`config.mk`:
```
export PLATFORM = sky130hd
export DESIGN_NAME = software_breakpoint_table_core_flat
export DESIGN_NICKNAME = d
export VERILOG_FILES = /design/src/sbt_pkg.sv /design/src/sbt_if.sv /design/src/software_breakpoint_table_core.sv /design/src/sbt_xlate.sv /design/src/sbt_table.sv /design/src/flat_wrapper.sv
export SDC_FILE = /design/constraint.sdc
export NUM_CORES = 1
export LEC_CHECK = 0
export ABC_AREA = 1
export BUFFER_PORTS_ARGS = -buffer_cell sky130_fd_sc_hd__buf_2
export CAP_MARGIN = 10
export CORE_MARGIN = 2
export CORE_UTILIZATION = 28
export CTS_CLUSTER_DIAMETER = 100
export DETAILED_ROUTE_END_ITERATION = 10
export GPL_TIMING_DRIVEN = 0
export MAX_ROUTING_LAYER = met4
export PLACE_DENSITY = 0.53
export SETUP_SLACK_MARGIN = 0.4
export SYNTH_ARGS = -nofsm -noshare
export SYNTH_HDL_FRONTEND = slang
export SYNTH_SLANG_ARGS = --single-unit
export TNS_END_PERCENT = 10
```
`constraint.sdc`:
```
create_clock -name clk -period 6.05 [get_ports clk]
set_input_delay 0.3025 -clock clk [delete_from_list [all_inputs] [get_ports clk]]
set_output_delay 0.3025 -clock clk [all_outputs]
set_load 0.01 [all_outputs]
```
`src/sbt_pkg.sv`:
```
`timescale 1ns / 1ps

package sbt_pkg;

    // command codes
    localparam logic OP_SET   = 1'b0;
    localparam logic OP_CLEAR = 1'b1;

    // breakpoint instruction halfword
    localparam logic [15:0] BKPT_HALFWORD = 16'hBE00;

    // guest memory map
    localparam logic [31:0] RAM_WIN_LO   = 32'h1000_0000;
    localparam logic [31:0] RAM_WIN_HI   = 32'h1000_2000;
    localparam int          RAM_WIN_BITS = 13;

    // config port
    localparam int   CFG_ADDR_W     = 3;
    localparam logic REG_FLASH_BASE = 1'b0;
    localparam logic REG_RAM_BASE   = 1'b1;

    typedef enum logic [1:0] {
        ST_IDLE,
        ST_SCAN,
        ST_DONE
    } state_t;

    // one table entry as stored in the memory
    typedef struct packed {
        logic [31:0] addr;
        logic [15:0] saved;
    } entry_t;

    // table strobes from the sequencer
    typedef struct packed {
        logic rd_en;
        logic wr_en;
        logic clr_en;
    } tbl_cmd_t;

endpackage

```
`src/sbt_if.sv`:
```
`timescale 1ns / 1ps

// command channel
interface sbt_cmd_if;
    logic        valid;
    logic        ready;
    logic        opcode;
    logic [31:0] guest_addr;
    logic [15:0] current_halfword;

    modport source (output valid, output opcode, output guest_addr,
                    output current_halfword, input ready);
    modport sink   (input valid, input opcode, input guest_addr,
                    input current_halfword, output ready);
endinterface

// response channel
interface sbt_rsp_if;
    logic        valid;
    logic        ready;
    logic        ok;
    logic        mem_write;
    logic [31:0] mem_address;
    logic [15:0] mem_data;

    modport source (output valid, output ok, output mem_write,
                    output mem_address, output mem_data, input ready);
    modport sink   (input valid, input ok, input mem_write,
                    input mem_address, input mem_data, output ready);
endinterface

```
`src/software_breakpoint_table_core.sv`:
```
`timescale 1ns / 1ps

// Channel   Role      Word
// -------   -------   ----------------------------------------------------
// cmd       sink      opcode, guest_addr, current_halfword
// rsp       source    ok, mem_write, mem_address, mem_data
// APB       slave     flash_base at 0x0, ram_base at 0x4 (32-bit)
//
// A command is accepted and translated in ST_IDLE. ST_SCAN then reads the entry
// memory one entry per cycle through the single read port, each read registered
// before the compare, and stops early on a hit; a miss reads every entry. ST_DONE
// updates the table and loads the response register.
// Reset clears the used flags, base registers and control; entry contents
// are left as they are. A stalled rsp holds the finished word; the next cmd
// word is still taken and waits in the update step until the register frees.
module software_breakpoint_table_core
#(
    parameter int ENTRIES = 8
)
(
    input  logic                           clk,
    input  logic                           rst_n,
    sbt_cmd_if.sink                        cmd,
    sbt_rsp_if.source                      rsp,
    input  logic                           psel,
    input  logic                           penable,
    input  logic                           pwrite,
    input  logic [sbt_pkg::CFG_ADDR_W-1:0] paddr,
    input  logic [31:0]                    pwdata,
    output logic [31:0]                    prdata,
    output logic                           pready
);

    localparam int IDX_W = (ENTRIES > 1) ? $clog2(ENTRIES) : 1;
    localparam int CNT_W = $clog2(ENTRIES + 1);

    sbt_pkg::state_t   state_reg;
    sbt_pkg::state_t   state_next;
    sbt_pkg::tbl_cmd_t tbl_cmd;
    sbt_pkg::entry_t   rd_data;
    sbt_pkg::entry_t   wr_data;

    // captured command
    logic              op_reg;
    logic [31:0]       addr_reg;
    logic [15:0]       half_reg;
    logic [31:0]       host_addr;

    // scan pipeline: issue counter and compare stage
    logic [CNT_W-1:0]  iss_reg;
    logic              cmp_vld_reg;
    logic [IDX_W-1:0]  cmp_idx_reg;
    logic              match;
    logic              last;

    // lookup result
    logic              hit_reg;
    logic [IDX_W-1:0]  hit_idx_reg;
    logic [15:0]       saved_reg;

    // table status
    logic [ENTRIES-1:0] used_vec;
    logic [IDX_W-1:0]   free_idx;
    logic               full;
    logic [IDX_W-1:0]   wr_idx;

    // response register
    logic              rsp_valid_reg;
    logic              rsp_ok_reg;
    logic              rsp_write_reg;
    logic [31:0]       rsp_addr_reg;
    logic [15:0]       rsp_data_reg;
    logic              out_free;
    logic              accept;
    logic              finish;

    sbt_xlate u_xlate
    (
        .clk        (clk),
        .rst_n      (rst_n),
        .psel       (psel),
        .penable    (penable),
        .pwrite     (pwrite),
        .paddr      (paddr),
        .pwdata     (pwdata),
        .prdata     (prdata),
        .guest_addr (cmd.guest_addr),
        .host_addr  (host_addr)
    );

    sbt_table #(
        .ENTRIES (ENTRIES),
        .IDX_W   (IDX_W)
    ) u_table (
        .clk      (clk),
        .rst_n    (rst_n),
        .cmd      (tbl_cmd),
        .rd_idx   (iss_reg[IDX_W-1:0]),
        .wr_idx   (wr_idx),
        .wr_data  (wr_data),
        .rd_data  (rd_data),
        .used     (used_vec),
        .free_idx (free_idx),
        .full     (full)
    );

    assign pready   = 1'b1;
    assign out_free = !rsp_valid_reg || rsp.ready;
    assign accept   = cmd.valid && cmd.ready;

    // compare stage sees the entry read in the previous cycle
    assign match = cmp_vld_reg && used_vec[cmp_idx_reg] && (rd_data.addr == addr_reg);
    assign last  = cmp_idx_reg == IDX_W'(ENTRIES - 1);

    // next state
    always_comb
    begin
        state_next = state_reg;
        unique case (state_reg)
            sbt_pkg::ST_IDLE:
            begin
                if (cmd.valid)
                begin
                    state_next = sbt_pkg::ST_SCAN;
                end
            end
            sbt_pkg::ST_SCAN:
            begin
                if (match || (cmp_vld_reg && last))
                begin
                    state_next = sbt_pkg::ST_DONE;
                end
            end
            sbt_pkg::ST_DONE:
            begin
                if (out_free)
                begin
                    state_next = sbt_pkg::ST_IDLE;
                end
            end
            default: state_next = sbt_pkg::ST_IDLE;
        endcase
    end

    // state outputs
    always_comb
    begin
        cmd.ready      = 1'b0;
        tbl_cmd.rd_en  = 1'b0;
        tbl_cmd.wr_en  = 1'b0;
        tbl_cmd.clr_en = 1'b0;
        finish         = 1'b0;
        unique case (state_reg)
            sbt_pkg::ST_IDLE:
            begin
                cmd.ready = 1'b1;
            end
            sbt_pkg::ST_SCAN:
            begin
                tbl_cmd.rd_en = iss_reg < CNT_W'(ENTRIES);
            end
            sbt_pkg::ST_DONE:
            begin
                finish         = out_free;
                // new set takes the lowest free entry; clear frees the hit
                tbl_cmd.wr_en  = out_free && (op_reg == sbt_pkg::OP_SET) && !hit_reg && !full;
                tbl_cmd.clr_en = out_free && (op_reg == sbt_pkg::OP_CLEAR) && hit_reg;
            end
            default: ;
        endcase
    end

    assign wr_idx        = tbl_cmd.clr_en ? hit_idx_reg : free_idx;
    assign wr_data.addr  = addr_reg;
    assign wr_data.saved = half_reg;

    always_ff @(posedge clk or negedge rst_n)
    begin
        if (!rst_n)
        begin
            state_reg   <= sbt_pkg::ST_IDLE;
            iss_reg     <= '0;
            cmp_vld_reg <= 1'b0;
            hit_reg     <= 1'b0;
        end
        else
        begin
            state_reg <= state_next;
            if (accept)
            begin
                iss_reg     <= '0;
                cmp_vld_reg <= 1'b0;
                hit_reg     <= 1'b0;
            end
            else if (state_reg == sbt_pkg::ST_SCAN)
            begin
                if (tbl_cmd.rd_en)
                begin
                    iss_reg <= iss_reg + CNT_W'(1);
                end
                cmp_vld_reg <= tbl_cmd.rd_en;
                if (match)
                begin
                    hit_reg <= 1'b1;
                end
            end
        end
    end

    // payload captures, no reset
    always_ff @(posedge clk)
    begin
        if (accept)
        begin
            op_reg   <= cmd.opcode;
            addr_reg <= host_addr;
            half_reg <= cmd.current_halfword;
        end
        if (state_reg == sbt_pkg::ST_SCAN)
        begin
            cmp_idx_reg <= iss_reg[IDX_W-1:0];
            if (match)
            begin
                hit_idx_reg <= cmp_idx_reg;
                saved_reg   <= rd_data.saved;
            end
        end
    end

    // response register
    always_ff @(posedge clk or negedge rst_n)
    begin
        if (!rst_n)
        begin
            rsp_valid_reg <= 1'b0;
        end
        else if (finish)
        begin
            rsp_valid_reg <= 1'b1;
        end
        else if (rsp.ready)
        begin
            rsp_valid_reg <= 1'b0;
        end
    end

    always_ff @(posedge clk)
    begin
        if (finish)
        begin
            rsp_addr_reg <= addr_reg;
            if (op_reg == sbt_pkg::OP_SET)
            begin
                rsp_ok_reg    <= hit_reg || !full;
                rsp_write_reg <= tbl_cmd.wr_en;
                rsp_data_reg  <= tbl_cmd.wr_en ? sbt_pkg::BKPT_HALFWORD : 16'h0000;
            end
            else
            begin
                rsp_ok_reg    <= hit_reg;
                rsp_write_reg <= hit_reg;
                rsp_data_reg  <= hit_reg ? saved_reg : 16'h0000;
            end
        end
    end

    assign rsp.valid       = rsp_valid_reg;
    assign rsp.ok          = rsp_ok_reg;
    assign rsp.mem_write   = rsp_write_reg;
    assign rsp.mem_address = rsp_addr_reg;
    assign rsp.mem_data    = rsp_data_reg;

`ifndef NO_ASSERTIONS
    a_wr_clr_excl: assert property (@(posedge clk) disable iff (!rst_n)
        !(tbl_cmd.wr_en && tbl_cmd.clr_en))
        else $error("table write and clear in the same cycle");

    a_wr_free: assert property (@(posedge clk) disable iff (!rst_n)
        tbl_cmd.wr_en |-> !used_vec[wr_idx])
        else $error("new breakpoint written over a used entry");

    a_clr_used: assert property (@(posedge clk) disable iff (!rst_n)
        tbl_cmd.clr_en |-> used_vec[wr_idx])
        else $error("clear of an entry that is not in use");

    a_accept_scan: assert property (@(posedge clk) disable iff (!rst_n)
        accept |=> (state_reg == sbt_pkg::ST_SCAN) && (iss_reg == '0))
        else $error("accepted command did not start a scan");

    a_write_ok: assert property (@(posedge clk) disable iff (!rst_n)
        (rsp_valid_reg && rsp_write_reg) |-> rsp_ok_reg)
        else $error("memory write reported on a failed command");
`endif

endmodule

```
`src/sbt_xlate.sv`:
```
`timescale 1ns / 1ps

// Base registers and guest-to-host address translation.
module sbt_xlate
(
    input  logic                           clk,
    input  logic                           rst_n,
    input  logic                           psel,
    input  logic                           penable,
    input  logic                           pwrite,
    input  logic [sbt_pkg::CFG_ADDR_W-1:0] paddr,
    input  logic [31:0]                    pwdata,
    output logic [31:0]                    prdata,
    input  logic [31:0]                    guest_addr,
    output logic [31:0]                    host_addr
);

    logic [31:0] flash_base_reg;
    logic [31:0] ram_base_reg;
    logic        wr_stb;
    logic        in_flash;
    logic        in_ram;
    logic [31:0] base;
    logic [31:0] offs;

    assign wr_stb = psel && penable && pwrite;

    always_ff @(posedge clk or negedge rst_n)
    begin
        if (!rst_n)
        begin
            flash_base_reg <= '0;
            ram_base_reg   <= '0;
        end
        else if (wr_stb)
        begin
            unique case (paddr[2])
                sbt_pkg::REG_FLASH_BASE: flash_base_reg <= pwdata;
                sbt_pkg::REG_RAM_BASE:   ram_base_reg   <= pwdata;
                default:                 ;
            endcase
        end
    end

    always_comb
    begin
        unique case (paddr[2])
            sbt_pkg::REG_FLASH_BASE: prdata = flash_base_reg;
            sbt_pkg::REG_RAM_BASE:   prdata = ram_base_reg;
            default:                 prdata = '0;
        endcase
    end

    // one adder: flash offset is the whole address, RAM offset the window bits
    assign in_flash = guest_addr < sbt_pkg::RAM_WIN_LO;
    assign in_ram   = !in_flash && (guest_addr < sbt_pkg::RAM_WIN_HI);
    assign base     = in_flash ? flash_base_reg : ram_base_reg;
    assign offs     = in_flash ? guest_addr
                               : 32'(guest_addr[sbt_pkg::RAM_WIN_BITS-1:0]);
    assign host_addr = (in_flash || in_ram) ? (base + offs) : guest_addr;

endmodule

```
`src/sbt_table.sv`:
```
`timescale 1ns / 1ps

// Entry memory (address + saved halfword) with per-entry used flags.
module sbt_table
#(
    parameter int ENTRIES = 8,
    parameter int IDX_W   = 3
)
(
    input  logic                 clk,
    input  logic                 rst_n,
    input  sbt_pkg::tbl_cmd_t    cmd,
    input  logic [IDX_W-1:0]     rd_idx,
    input  logic [IDX_W-1:0]     wr_idx,
    input  sbt_pkg::entry_t      wr_data,
    output sbt_pkg::entry_t      rd_data,
    output logic [ENTRIES-1:0]   used,
    output logic [IDX_W-1:0]     free_idx,
    output logic                 full
);

    sbt_pkg::entry_t    mem [ENTRIES];
    sbt_pkg::entry_t    rd_data_reg;
    logic [ENTRIES-1:0] used_reg;
    logic [ENTRIES-1:0] used_next;

    always_ff @(posedge clk)
    begin
        if (cmd.wr_en)
        begin
            mem[wr_idx] <= wr_data;
        end
        if (cmd.rd_en)
        begin
            rd_data_reg <= mem[rd_idx];
        end
    end

    always_comb
    begin
        used_next = used_reg;
        if (cmd.wr_en)
        begin
            used_next[wr_idx] = 1'b1;
        end
        if (cmd.clr_en)
        begin
            used_next[wr_idx] = 1'b0;
        end
    end

    always_ff @(posedge clk or negedge rst_n)
    begin
        if (!rst_n)
        begin
            used_reg <= '0;
        end
        else
        begin
            used_reg <= used_next;
        end
    end

    // lowest free entry
    always_comb
    begin
        free_idx = '0;
        for (int i = ENTRIES - 1; i >= 0; i--)
        begin
            if (!used_reg[i])
            begin
                free_idx = IDX_W'(i);
            end
        end
    end

    assign full    = &used_reg;
    assign used    = used_reg;
    assign rd_data = rd_data_reg;

endmodule

```
`src/flat_wrapper.sv`:
```
// flat-port wrapper written by rule: the top's interface ports become plain ports
module software_breakpoint_table_core_flat 
#(
    parameter int ENTRIES = 8
)
  (clk, rst_n, psel, penable, pwrite, paddr, pwdata, prdata, pready, cmd_valid, cmd_opcode, cmd_guest_addr, cmd_current_halfword, cmd_ready, rsp_valid, rsp_ok, rsp_mem_write, rsp_mem_address, rsp_mem_data, rsp_ready);
  sbt_cmd_if cmd_i ();
  sbt_rsp_if rsp_i ();
  input  logic clk;
  input  logic rst_n;
  input  logic psel;
  input  logic penable;
  input  logic pwrite;
  input  logic [sbt_pkg::CFG_ADDR_W-1:0] paddr;
  input  logic [31:0] pwdata;
  output logic [31:0] prdata;
  output logic pready;
  input wire logic [$bits(cmd_i.valid)-1:0] cmd_valid;
  input wire logic [$bits(cmd_i.opcode)-1:0] cmd_opcode;
  input wire logic [$bits(cmd_i.guest_addr)-1:0] cmd_guest_addr;
  input wire logic [$bits(cmd_i.current_halfword)-1:0] cmd_current_halfword;
  output wire logic [$bits(cmd_i.ready)-1:0] cmd_ready;
  output wire logic [$bits(rsp_i.valid)-1:0] rsp_valid;
  output wire logic [$bits(rsp_i.ok)-1:0] rsp_ok;
  output wire logic [$bits(rsp_i.mem_write)-1:0] rsp_mem_write;
  output wire logic [$bits(rsp_i.mem_address)-1:0] rsp_mem_address;
  output wire logic [$bits(rsp_i.mem_data)-1:0] rsp_mem_data;
  input wire logic [$bits(rsp_i.ready)-1:0] rsp_ready;
  assign cmd_i.valid = cmd_valid;
  assign cmd_i.opcode = cmd_opcode;
  assign cmd_i.guest_addr = cmd_guest_addr;
  assign cmd_i.current_halfword = cmd_current_halfword;
  assign cmd_ready = cmd_i.ready;
  assign rsp_valid = rsp_i.valid;
  assign rsp_ok = rsp_i.ok;
  assign rsp_mem_write = rsp_i.mem_write;
  assign rsp_mem_address = rsp_i.mem_address;
  assign rsp_mem_data = rsp_i.mem_data;
  assign rsp_i.ready = rsp_ready;
  software_breakpoint_table_core #(.ENTRIES(ENTRIES)) u_core (.clk(clk), .rst_n(rst_n), .cmd(cmd_i), .rsp(rsp_i), .psel(psel), .penable(penable), .pwrite(pwrite), .paddr(paddr), .pwdata(pwdata), .prdata(prdata), .pready(pready));
endmodule
```
After elaboration in Yosys (flattened, before gate mapping)

Memories as Yosys holds them, arrays and structs flattened. A register that Yosys moved wholly into a read port is not among the register bits.
Cells that the tools add are included.

Register bits: 202
Bits in writable memories: 384
Input bits: 91
Logic and storage cells: 116
Memories: 1

$add $sub $neg: 2
$lt $le $gt $ge: 6
Equality and inequality tests: 7
Multiplexer cells: 44
Bitwise logic cells: 5
Reductions and logical operators: 33

Memories:

| memory             | depth | bits a word | read ports | clocked after Yosys merged registers in | wr ports | line            | source |
|---|---|---|---|---|---|---|---|
| u_core.u_table.mem | 8     | 48          | 1          | 1                                       | 1        | sbt_table.sv:22 | `sbt_pkg::entry_t mem [ENTRIES];` |

Operators by type and width:

| kind                                                 | count |
|---|---|
| two-way mux 32 bit                                   | 3 |
| < comparator 32 x 29 -> 1 bit, second input constant | 2 |
| case mux 32 bit (2 select lines)                     | 1 |
| two-way mux 16 bit                                   | 3 |
| adder 32 bit                                         | 1 |
| == test 32 bit                                       | 1 |
| two-way mux 3 bit                                    | 9 |
| two-way mux 1 bit                                    | 16 |
| two-way mux 8 bit                                    | 2 |
| logical AND 1 bit                                    | 13 |
| two-way mux 4 bit                                    | 3 |
| AND reduction 2 bit                                  | 5 |
| AND 8 bit                                            | 1 |
| < comparator 3 x 4 -> 1 bit, second input constant   | 2 |
| two-way mux 2 bit                                    | 4 |
| NOT 8 bit                                            | 1 |
| OR 8 bit                                             | 1 |
| AND reduction 8 bit                                  | 1 |
| nonzero test 2 bit                                   | 4 |
| case mux 2 bit (3 select lines)                      | 1 |
| adder 4 x 1 -> 4 bit, second input constant          | 1 |
| logical NOT 1 bit                                    | 4 |
| logical OR 1 bit                                     | 4 |
| < comparator 4 bit, second input constant            | 1 |
| 11 further kinds                                     | 13 |

Depth between registers and ports, before layout

Gate-level depths: netlist of the first run.

Word-level depth: 17
Mapped depth: 19
Gate-level depth less buffers: 18

By module

From an unflattened synthesis of the first run, not the netlist that was laid out.

Cell total of the unflattened synthesis: 2811
Area total of the unflattened synthesis: 28227.1 µm²

Modules (own cells, without submodules):

| module                         | instances | cells an instance | area each (µm²) |
|---|---|---|---|
| sbt_table                      | 1         | 1336              | 17006.3 |
| sbt_xlate                      | 1         | 1048              | 6048.3 |
| software_breakpoint_table_core | 1         | 427               | 5172.5 |

Worst setup path before layout of the first run

OpenSTA, ideal clock, no wires.

Path type: reg2reg
Start: register u_core.rsp_valid_reg, in the netlist u_core.rsp.valid
End: memory u_core.u_table.mem[0][0] (netlist name) (enable)
Arrival time: 4.395 ns
Path slack: 1.142 ns
Cell stages (with the launch flop): 9
Path buffers: 1
Clock period less this slack: 4.908 ns
Path through: dfrtp_1 nand2_1 nand3b_4 buf_6 nand2_2 nand2_2 inv_2 nand3_1 nor3_1

Cells in the longest elaborated chain, start to end: 8

RTL lines:

| what                                    | line                                  | source |
|---|---|---|
| from (decl)                             | software_breakpoint_table_core.sv:68  | `logic rsp_valid_reg;` |
| from (signal assigned)                  | software_breakpoint_table_core.sv:235 | `rsp_valid_reg <= 1'b0;` |
| from (signal assigned)                  | software_breakpoint_table_core.sv:239 | `rsp_valid_reg <= 1'b1;` |
| from (signal assigned)                  | software_breakpoint_table_core.sv:243 | `rsp_valid_reg <= 1'b0;` |
| logical NOT 1 bit *                     | software_breakpoint_table_core.sv:108 | `assign out_free = !rsp_valid_reg \|\| rsp.ready;` |
| logical OR 1 bit *                      | software_breakpoint_table_core.sv:108 |  |
| logical AND 1 bit (3 in a row)          | software_breakpoint_table_core.sv:166 | `tbl_cmd.wr_en = out_free && (op_reg == sbt_pkg::OP_SET) && !hit_reg && !full;` |
| two-way mux 2 bit *                     | software_breakpoint_table_core.sv:153 | `unique case (state_reg)` |
| two-way mux 1 bit                       | sbt_table.sv:29                       | `if (cmd.wr_en)` |
| two-way mux 1 bit (not written as such) | sbt_table.sv:31                       | `mem[wr_idx] <= wr_data;` |
| to (decl)                               | sbt_table.sv:22                       |  |

Every way passes the cells marked *; elsewhere a longest branch is shown, timed or not.

Worst setup path in the final report of the first run

Start: input port cmd_guest_addr[30]
End: register u_core.addr_reg[28], data pin

Cells in the longest elaborated chain, start to end: 5

RTL lines:

| what                                                                  | line                                  | source |
|---|---|---|
| from (decl)                                                           | flat_wrapper.sv:20                    | `input wire logic [$bits(cmd_i.guest_addr)-1:0] cmd_guest_addr;` |
| branches (longest 4 deep; another with < comparator 32 x 29 -> 1 bit) | n/a                                   |  |
| two-way mux 32 bit *                                                  | sbt_xlate.sv:60                       | `assign host_addr = (in_flash \|\| in_ram) ? (base + offs) : guest_addr;` |
| via u_core.host_addr[28]                                              | software_breakpoint_table_core.sv:47  | `logic [31:0] host_addr;` |
| to (signal assigned)                                                  | software_breakpoint_table_core.sv:216 | `addr_reg <= host_addr;` |
| to (decl)                                                             | software_breakpoint_table_core.sv:45  | `logic [31:0] addr_reg;` |

Mark *: on every way through the listed nets, which the timed path passes.
A chain may end at the register's enable or synchronous reset.

==> metrics.csv, run 1 <==
stage,metric,value,unit
status,outcome,completed,
clock_tree,clock_sinks,634,
power,ir_drop,0.175,mV
clock_tree,cts_tree,built,
clock_tree,clk_pin_slew_worst_paths,0.06,ns
worst_setup_path,crit_arrival,4.50,ns
clock_tree,worstSkewPairLatency,0.64,ns
yosys,syn_avg_cell_area,10.2,um^2
cells_and_area,n_fill_cell,9955,
worst_setup_path,cp_slowest_cell,dlygate4sd3_1,
power,cellLeakagePower,0.0135,uW
yosys,synthDistinctLibCells,40,
worst_setup_path,cp.required,6.43,ns
sta,min_period,4.12,ns
cells_and_area,nets,3183,
sta,rsz0062_at_grt,no,
yosys,ys_warn_count,0,
placed_design,dp_hpwl,57.1,mm
cells_and_area,multi_input_area,7670,um^2
worst_setup_path,crit_chain,dlygate4sd3_1 > buf_2 > nor3_1 > nand2_1 > clkbuf_1 > clkbuf_1 > o21ai_0 > ha_1 > inv_1 > fa_1 > inv_1 > nand3_1 > nand3_1 > nand2_1 > nand3_1 > nand2_1 > nand3_1 > nand2_1 > o21ai_0,
route,dr.first_iter.drc_count,1619,
floorplanning,fp.dieArea,103000,um^2
yosys,synth.cell_area,28000,um^2
clock_tree,clock_path_buffers,3,
sta,period_share,68.1,%
clock_tree,htreeDepth,3,
sta,fmax,243,MHz
yosys,synthFlopType,edfxtp_1,
worst_setup_path,slowest_delay,0.57,ns
global_routing,grt_pass1_vias,19100,
cells_and_area,utilization,34.3,%
route,post_drt_wl_per_cell,18.3,um
route,wl,80.8,mm
worst_setup_path,end_kind,flip-flop,
placed_design,port_buffers,171,
worst_setup_path,cp_max_fo,10,
job,drv_cap,0,
yosys,synth.top_cell.area_share,59.3,%
yosys,ys_ff_latch,634,
route,drc,0,
cells_and_area,largest_reg_flops,384,
global_routing,grt_usage,16.0,%
yosys,synth_area_leaders,"edfxtp_1 59%, nand2_1 7.6%, dfrtp_1 7.2%",
floorplanning,coreArea,98700,um^2
sta,slew-limit-headroom,51.1,%
placed_design,post-place-ws,1.78,ns
floorplanning,die_h,320,um
route,vias,20100,
global_routing,antenna_found_initial,6,
floorplanning,io_pins,176,
yosys,synth_edf_count,553,
sta,slew_viol_final,0,
yosys,synth_top_area_cell,edfxtp_1,
clock_tree,cts_buffers,74,
placed_design,placed_area,30900,um^2
route,avgViaCountPerCell,4.55,
sta,hold_viol,0,
route,firstDrtPassIters,5,
cells_and_area,final_area,33800,um^2
cells_and_area,drive_gt1_share,11.9,%
yosys,syn_inst,2732,
yosys,synthArstFlopShare,12.8,%
sta,finClkSkew,0.0329,ns
min_path,worstHoldPathType,primary input to flip-flop,
route,ant_nets,0,
floorplanning,initial_utilization,28.4,%
clock_tree,root_buffer,clkbuf_16,
clock_tree,postCtsSetupBuffers,0,
sta,whs,0.0262,ns
global_routing,overflow,0,
power,power.total,9960,uW
yosys,seq_area_frac_synth,66.5,%
cells_and_area,regArea,18600,um^2
sta,worst_pin_slew,0.734,ns
worst_setup_path,critPathKind,primary input to flip-flop,
floorplanning,die_w,320,um
power,power.density,294,nW/um^2
global_routing,grt_pass1_wl,120,mm
worst_setup_path,regToRegSetupSlack,3.02,ns
global_routing,grt_max_degree,57,
cells_and_area,areaGrowthSynthToFinish,20.9,%
worst_setup_path,cp-start-kind,primary input,
floorplanning,rows,115,
placed_design,place_congestion,0.916,
sta,setup_viol,0,
sta,fin_ws,1.93,ns
## report_power, final
part,internal [uW],switching (uW)
logic,263,451
registers,4780,53.0
clock network,2560,1850
## per-layer routing
layer	share of wire (%)	track usage, %	wire length [um]
met3	6.0	2.80	4840
met4	1.7	3.82	1410
met5	0	-	0
met1	45	21.4	36600
met2	47	25.4	37900
## worst max-delay path, delay by kind of cell
kind	cells	cell delay, ns
compound gates	2	0.70
fa+ha+maj	2	0.67
buf+inv	6	1.56
simple gates	9	1.25
## cell usage in the layout, fill, tap and decap left out, drive strengths merged
cell | synthesis | layout
and2 | 5 | 5
inv | 325 | 331
clkinv | 1 | 26
a2bb2oi | 1 | 1
bufinv | 0 | 5
a41oi | 2 | 2
a31oi | 48 | 48
ha | 33 | 33
clkinvlp | 0 | 3
conb | 2 | 4
diode | 0 | 8
nor3 | 19 | 19
nand2 | 572 | 572
o21ai | 342 | 342
clkbuf | 66 | 160
o22ai | 51 | 51
dfrtp | 81 | 81
edfxtp | 553 | 553
o21a | 6 | 6
o31ai | 1 | 1
xor2 | 15 | 15
nor2 | 447 | 447
and3 | 1 | 1
nand3 | 58 | 58
buf | 44 | 235
a21oi | 31 | 31
or2 | 3 | 3
fa | 1 | 1
dlygate4sd3 | 0 | 57
nand4 | 14 | 14
nand3b | 5 | 5
xnor2 | 2 | 2
nor4 | 2 | 2
a21o | 1 | 1
## synth_stat cells, drive strengths merged (2+ instances only)
cell type	n
o22ai	51
nor4	2
nand2	572
o21a	6
nand4	14
a21oi	31
dfrtp	81
and2	5
xnor2	2
buf	44
conb	2
edfxtp	553
inv	325
nor3	19
nand3b	5
clkbuf	66
a31oi	48
xor2	15
nor2	447
or2	3
nand3	58
ha	33
a41oi	2
o21ai	342
## final timing paths
path	start	end	cells after the start
setup / recovery	cmd_guest_addr[30]	u_core.addr_reg[28]$_DFFE_PP_	19
hold reg to reg	u_core.u_table.rd_data[5]$_DFFE_PP_	u_core.saved_reg[5]$_DFFE_PP_	0
hold / removal	cmd_guest_addr[0]	u_core.addr_reg[0]$_DFFE_PP_	3
min in group asynchronous	rst_n	u_core.u_xlate.flash_base_reg[22]$_DFFE_PN0P_	2
max in group asynchronous	rst_n	u_core.rsp.valid$_DFFE_PN0P_	3
setup reg to reg	u_core.u_xlate.flash_base_reg[0]$_DFFE_PN0P_	u_core.addr_reg[28]$_DFFE_PP_	14
## area by class of cell
cell class                 count  share of cell area [%]
antenna                        8                  0.0591
sequential                   634                    55.1
timing repair buffer         248                    5.31
clock inverter                39                    1.28
buffer                       110                    1.45
clock buffer                  94                    5.81
inverter                     326                    3.62
tap                         1287                    4.76
multi-input combinational   1664                    22.7
## logic make-up after synthesis
kind of cell	Yosys count	synth area share, %
flip-flops	634	66.5
adder cells (fa/ha/maj)	34	1.55
AO/OA/AOI/OAI	483	9.19
XOR/XNOR	17	0.532
buffers and inverters	436	6.12
AND/OR/NAND/NOR	1126	16.0
other	2	0.0268
## timing repair
action	CTS	global route
endpoints found under the setup margin	0	0
resized for setup	0	0
hold endpoints to repair	162	0
hold buffers	57	0
## metrics by stage
step	std cells	setup TNS, ns
global placement	4192	-109.77
CTS	4402	0
finish	4410	0
detailed placement	4212	0
global route	4408	0
floorplan	2734	0
No activity file was read; power rests on OpenSTA's default activity.
==> run 2: changes to the inputs <==
--- a/config.mk
+++ b/config.mk
@@ -14,7 +14,7 @@
 export DETAILED_ROUTE_END_ITERATION = 10
 export GPL_TIMING_DRIVEN = 0
 export MAX_ROUTING_LAYER = met4
-export PLACE_DENSITY = 0.53
+export PLACE_DENSITY = 0.54
 export SETUP_SLACK_MARGIN = 0.4
 export SYNTH_ARGS = -nofsm -noshare
 export SYNTH_HDL_FRONTEND = slang
==> constraint.sdc (replaced) <==
create_clock -name clk -period 3.46 [get_ports clk]
set_input_delay 0.173 -clock clk [delete_from_list [all_inputs] [get_ports clk]]
set_output_delay 0.173 -clock clk [all_outputs]
set_load 0.01 [all_outputs]
==> metrics.csv, run 2 (synthesis results as in run 1) <==
stage,metric,value,unit,change
route,ant_nets,0,,unchanged
cells_and_area,mostFrequentLayoutCell,nand2_1,,
job,drv_cap,0,,unchanged
sta,rsz0062_at_grt,no,,
global_routing,use_met2,25.2,%,-0.17 points
clock_tree,cts_buffers,71,,-4.1%
worst_setup_path,critPathKind,flip-flop to flip-flop,,
placed_design,port_buffers,171,,unchanged
sta,period_share,80.0,%,
cells_and_area,n_fill_cell,10100,,+1.1%
floorplanning,fp.dieArea,103000,um^2,unchanged
route,vias,20200,,+0.54%
sta,min_period,2.77,ns,
power,ir_drop,0.297,mV,+69%
floorplanning,coreArea,98700,um^2,unchanged
route,firstDrtPassIters,6,,+1
status,outcome,completed,,
cells_and_area,utilization,34.3,%,+0.053 points
clock_tree,cts_tree,built,,
route,avgViaCountPerCell,4.57,,+0.45%
cells_and_area,drive_gt1_share,11.9,%,-0.023 points
clock_tree,clk_pin_slew_worst_paths,0.06,ns,about the same
placed_design,placed_area,30800,um^2,about the same
global_routing,grt_pass1_vias,19500,,+2.3%
global_routing,busiest_layer,met2,,
clock_tree,worstSkewPairLatency,0.64,ns,about the same
cells_and_area,largest_reg_flops,384,,unchanged
sta,slew-limit-headroom,49.5,%,-1.6 points
floorplanning,io_pins,176,,unchanged
cells_and_area,areaGrowthSynthToFinish,21.1,%,
sta,fmax,361,MHz,
floorplanning,die_h,320,um,unchanged
sta,finClkSkew,0.0564,ns,+0.0236 ns
global_routing,grt_util_met1,20.8,%,-0.63 points
floorplanning,rows,115,,unchanged
cells_and_area,nets,3193,,+0.31%
floorplanning,die_w,320,um,unchanged
sta,fin_ws,0.691,ns,-1.24 ns
cells_and_area,regArea,18600,um^2,unchanged
cells_and_area,multi_input_area,7690,um^2,+0.28%
power,power.density,505,nW/um^2,+72%
min_path,worstHoldPathType,primary input to flip-flop,,
route,drc,0,,unchanged
clock_tree,clock_sinks,634,,unchanged
power,power.total,17100,uW,+72%
global_routing,use_met3,2.87,%,+0.076 points
worst_setup_path,cp-start-kind,flip-flop,,
worst_setup_path,cp_max_fo,21,,+11
placed_design,post-place-ws,-0.650,ns,-2.43 ns
worst_setup_path,crit_arrival,3.26,ns,-1.24 ns
clock_tree,root_buffer,clkbuf_16,,
cells_and_area,final_cells,4414,,+0.091%
sta,hold_viol,0,,unchanged
global_routing,grt_usage,15.8,%,-0.19 points
sta,worst_pin_slew,0.754,ns,+0.0205 ns
power,cellLeakagePower,0.0135,uW,+0.12%
floorplanning,initial_utilization,28.4,%,unchanged
route,dr.first_iter.drc_count,1916,,+18%
placed_design,place_congestion,0.917,,+0.11%
route,post_drt_wl_per_cell,18.2,um,-0.86%
worst_setup_path,end_kind,flip-flop,,
worst_setup_path,cp.required,3.95,ns,-2.48 ns
sta,slew_viol_final,0,,unchanged
global_routing,overflow,0,,unchanged
cells_and_area,final_area,33900,um^2,+0.16%
global_routing,grt_max_degree,57,,unchanged
sta,setup_viol,0,,unchanged
global_routing,grt_pass1_wl,120,mm,-0.42%
clock_tree,htreeDepth,3,,unchanged
cells_and_area,mostFrequentLayoutCells,"563 x nand2_1, 553 x edfxtp_1, 442 x nor2_1",,
placed_design,dp_hpwl,56.5,mm,-1.0%
placed_design,place_inst,4208,,-0.095%
route,wl,80.1,mm,-0.77%
global_routing,antenna_found_initial,7,,+1
clock_tree,clock_path_buffers,3,,unchanged
-- run 2: cell count changes in the layout (fill, tap and decap cells not counted), moves of 2 or more --
cell / change
clkinv_1: +2
buf_6: -5
dlygate4sd3_1: +16
o21ai_1: +2
clkbuf_16: -4
o21ai_0: -2
diode_2: -2
clkbuf_1: -8
-- run 2: area by class of cell --
type                       count  share of cell area [%]
timing repair buffer         261                    5.75
clock inverter                41                    1.25
multi-input combinational   1664                    22.7
clock buffer                  85                    5.48
tap                         1287                    4.75
inverter                     326                    3.61
antenna                        6                  0.0443
buffer                       110                    1.45
sequential                   634                    55.0
-- run 2: worst paths after layout --
kind | start | end | slack [ns] | depth (start not counted)
min in group asynchronous | rst_n | u_core.u_xlate.ram_base_reg[27]$_DFFE_PN0P_ | 0.06 | 3
min | cmd_guest_addr[23] | u_core.addr_reg[23]$_DFFE_PP_ | 0.02 | 3
max reg2reg | u_core.state_reg[0]$_DFFE_PN0P_ | u_core.iss_reg[2]$_DFFE_PN0P_ | 0.69 | 9
max in group asynchronous | rst_n | u_core.cmp_vld_reg$_DFFE_PN0P_ | 3.00 | 3
min reg2reg | u_core.u_table.rd_data[4]$_DFFE_PP_ | u_core.saved_reg[4]$_DFFE_PP_ | 0.42 | 0
max | u_core.state_reg[0]$_DFFE_PN0P_ | u_core.iss_reg[2]$_DFFE_PN0P_ | 0.69 | 9
-- run 2: layer usage --
metal | vias to the layer above | wire length [um] | share of wire (%)
li1 | 9835 | - | -
met1 | 9610 | 35600 | 44
met2 | 597 | 37300 | 47
met3 | 117 | 5340 | 6.7
met4 | 0 | 1920 | 2.4
met5 | - | 0 | 0
-- run 2: per-stage QoR --
| stage | hold slack [ns] | setup TNS [ns] |
|---|---|---|
| detailed placement | 0.115 | -3.62 |
| global route | 0.0214 | 0 |
| finish | 0.0184 | 0 |
| floorplan | -0.123 | 0 |
| global placement | 0.350 | -71.48 |
| CTS | 0.0148 | 0 |
-- run 2: power by group --
| part | switching, uW | internal, uW | total [uW] |
|---|---|---|---|
| combinational | 790 | 477 | 1270 |
| sequential | 92.5 | 8360 | 8450 |
| clock | 3210 | 4210 | 7420 |
| total | 4100 | 13000 | 17100 |
-- run 2: what timing repair did --
| item | CTS | global route |
|---|---|---|
| buffers inserted | 0 | 0 |
| hold buffers | 74 | 0 |
| endpoints found under the setup margin | 6 | 11 |
| resized for setup | 4 | 5 |
| endpoints found under the hold margin | 187 | 0 |
-- run 2: worst max-delay path: stages (launching register included) --
cell     delay (ns)
dfrtp_1        0.43
inv_1          0.06
nor2_1         0.58
inv_1          0.34
nor2_4         0.51
buf_16         0.23
buf_12         0.20
nand2_1        0.08
o21ai_0        0.15
a21oi_1        0.06
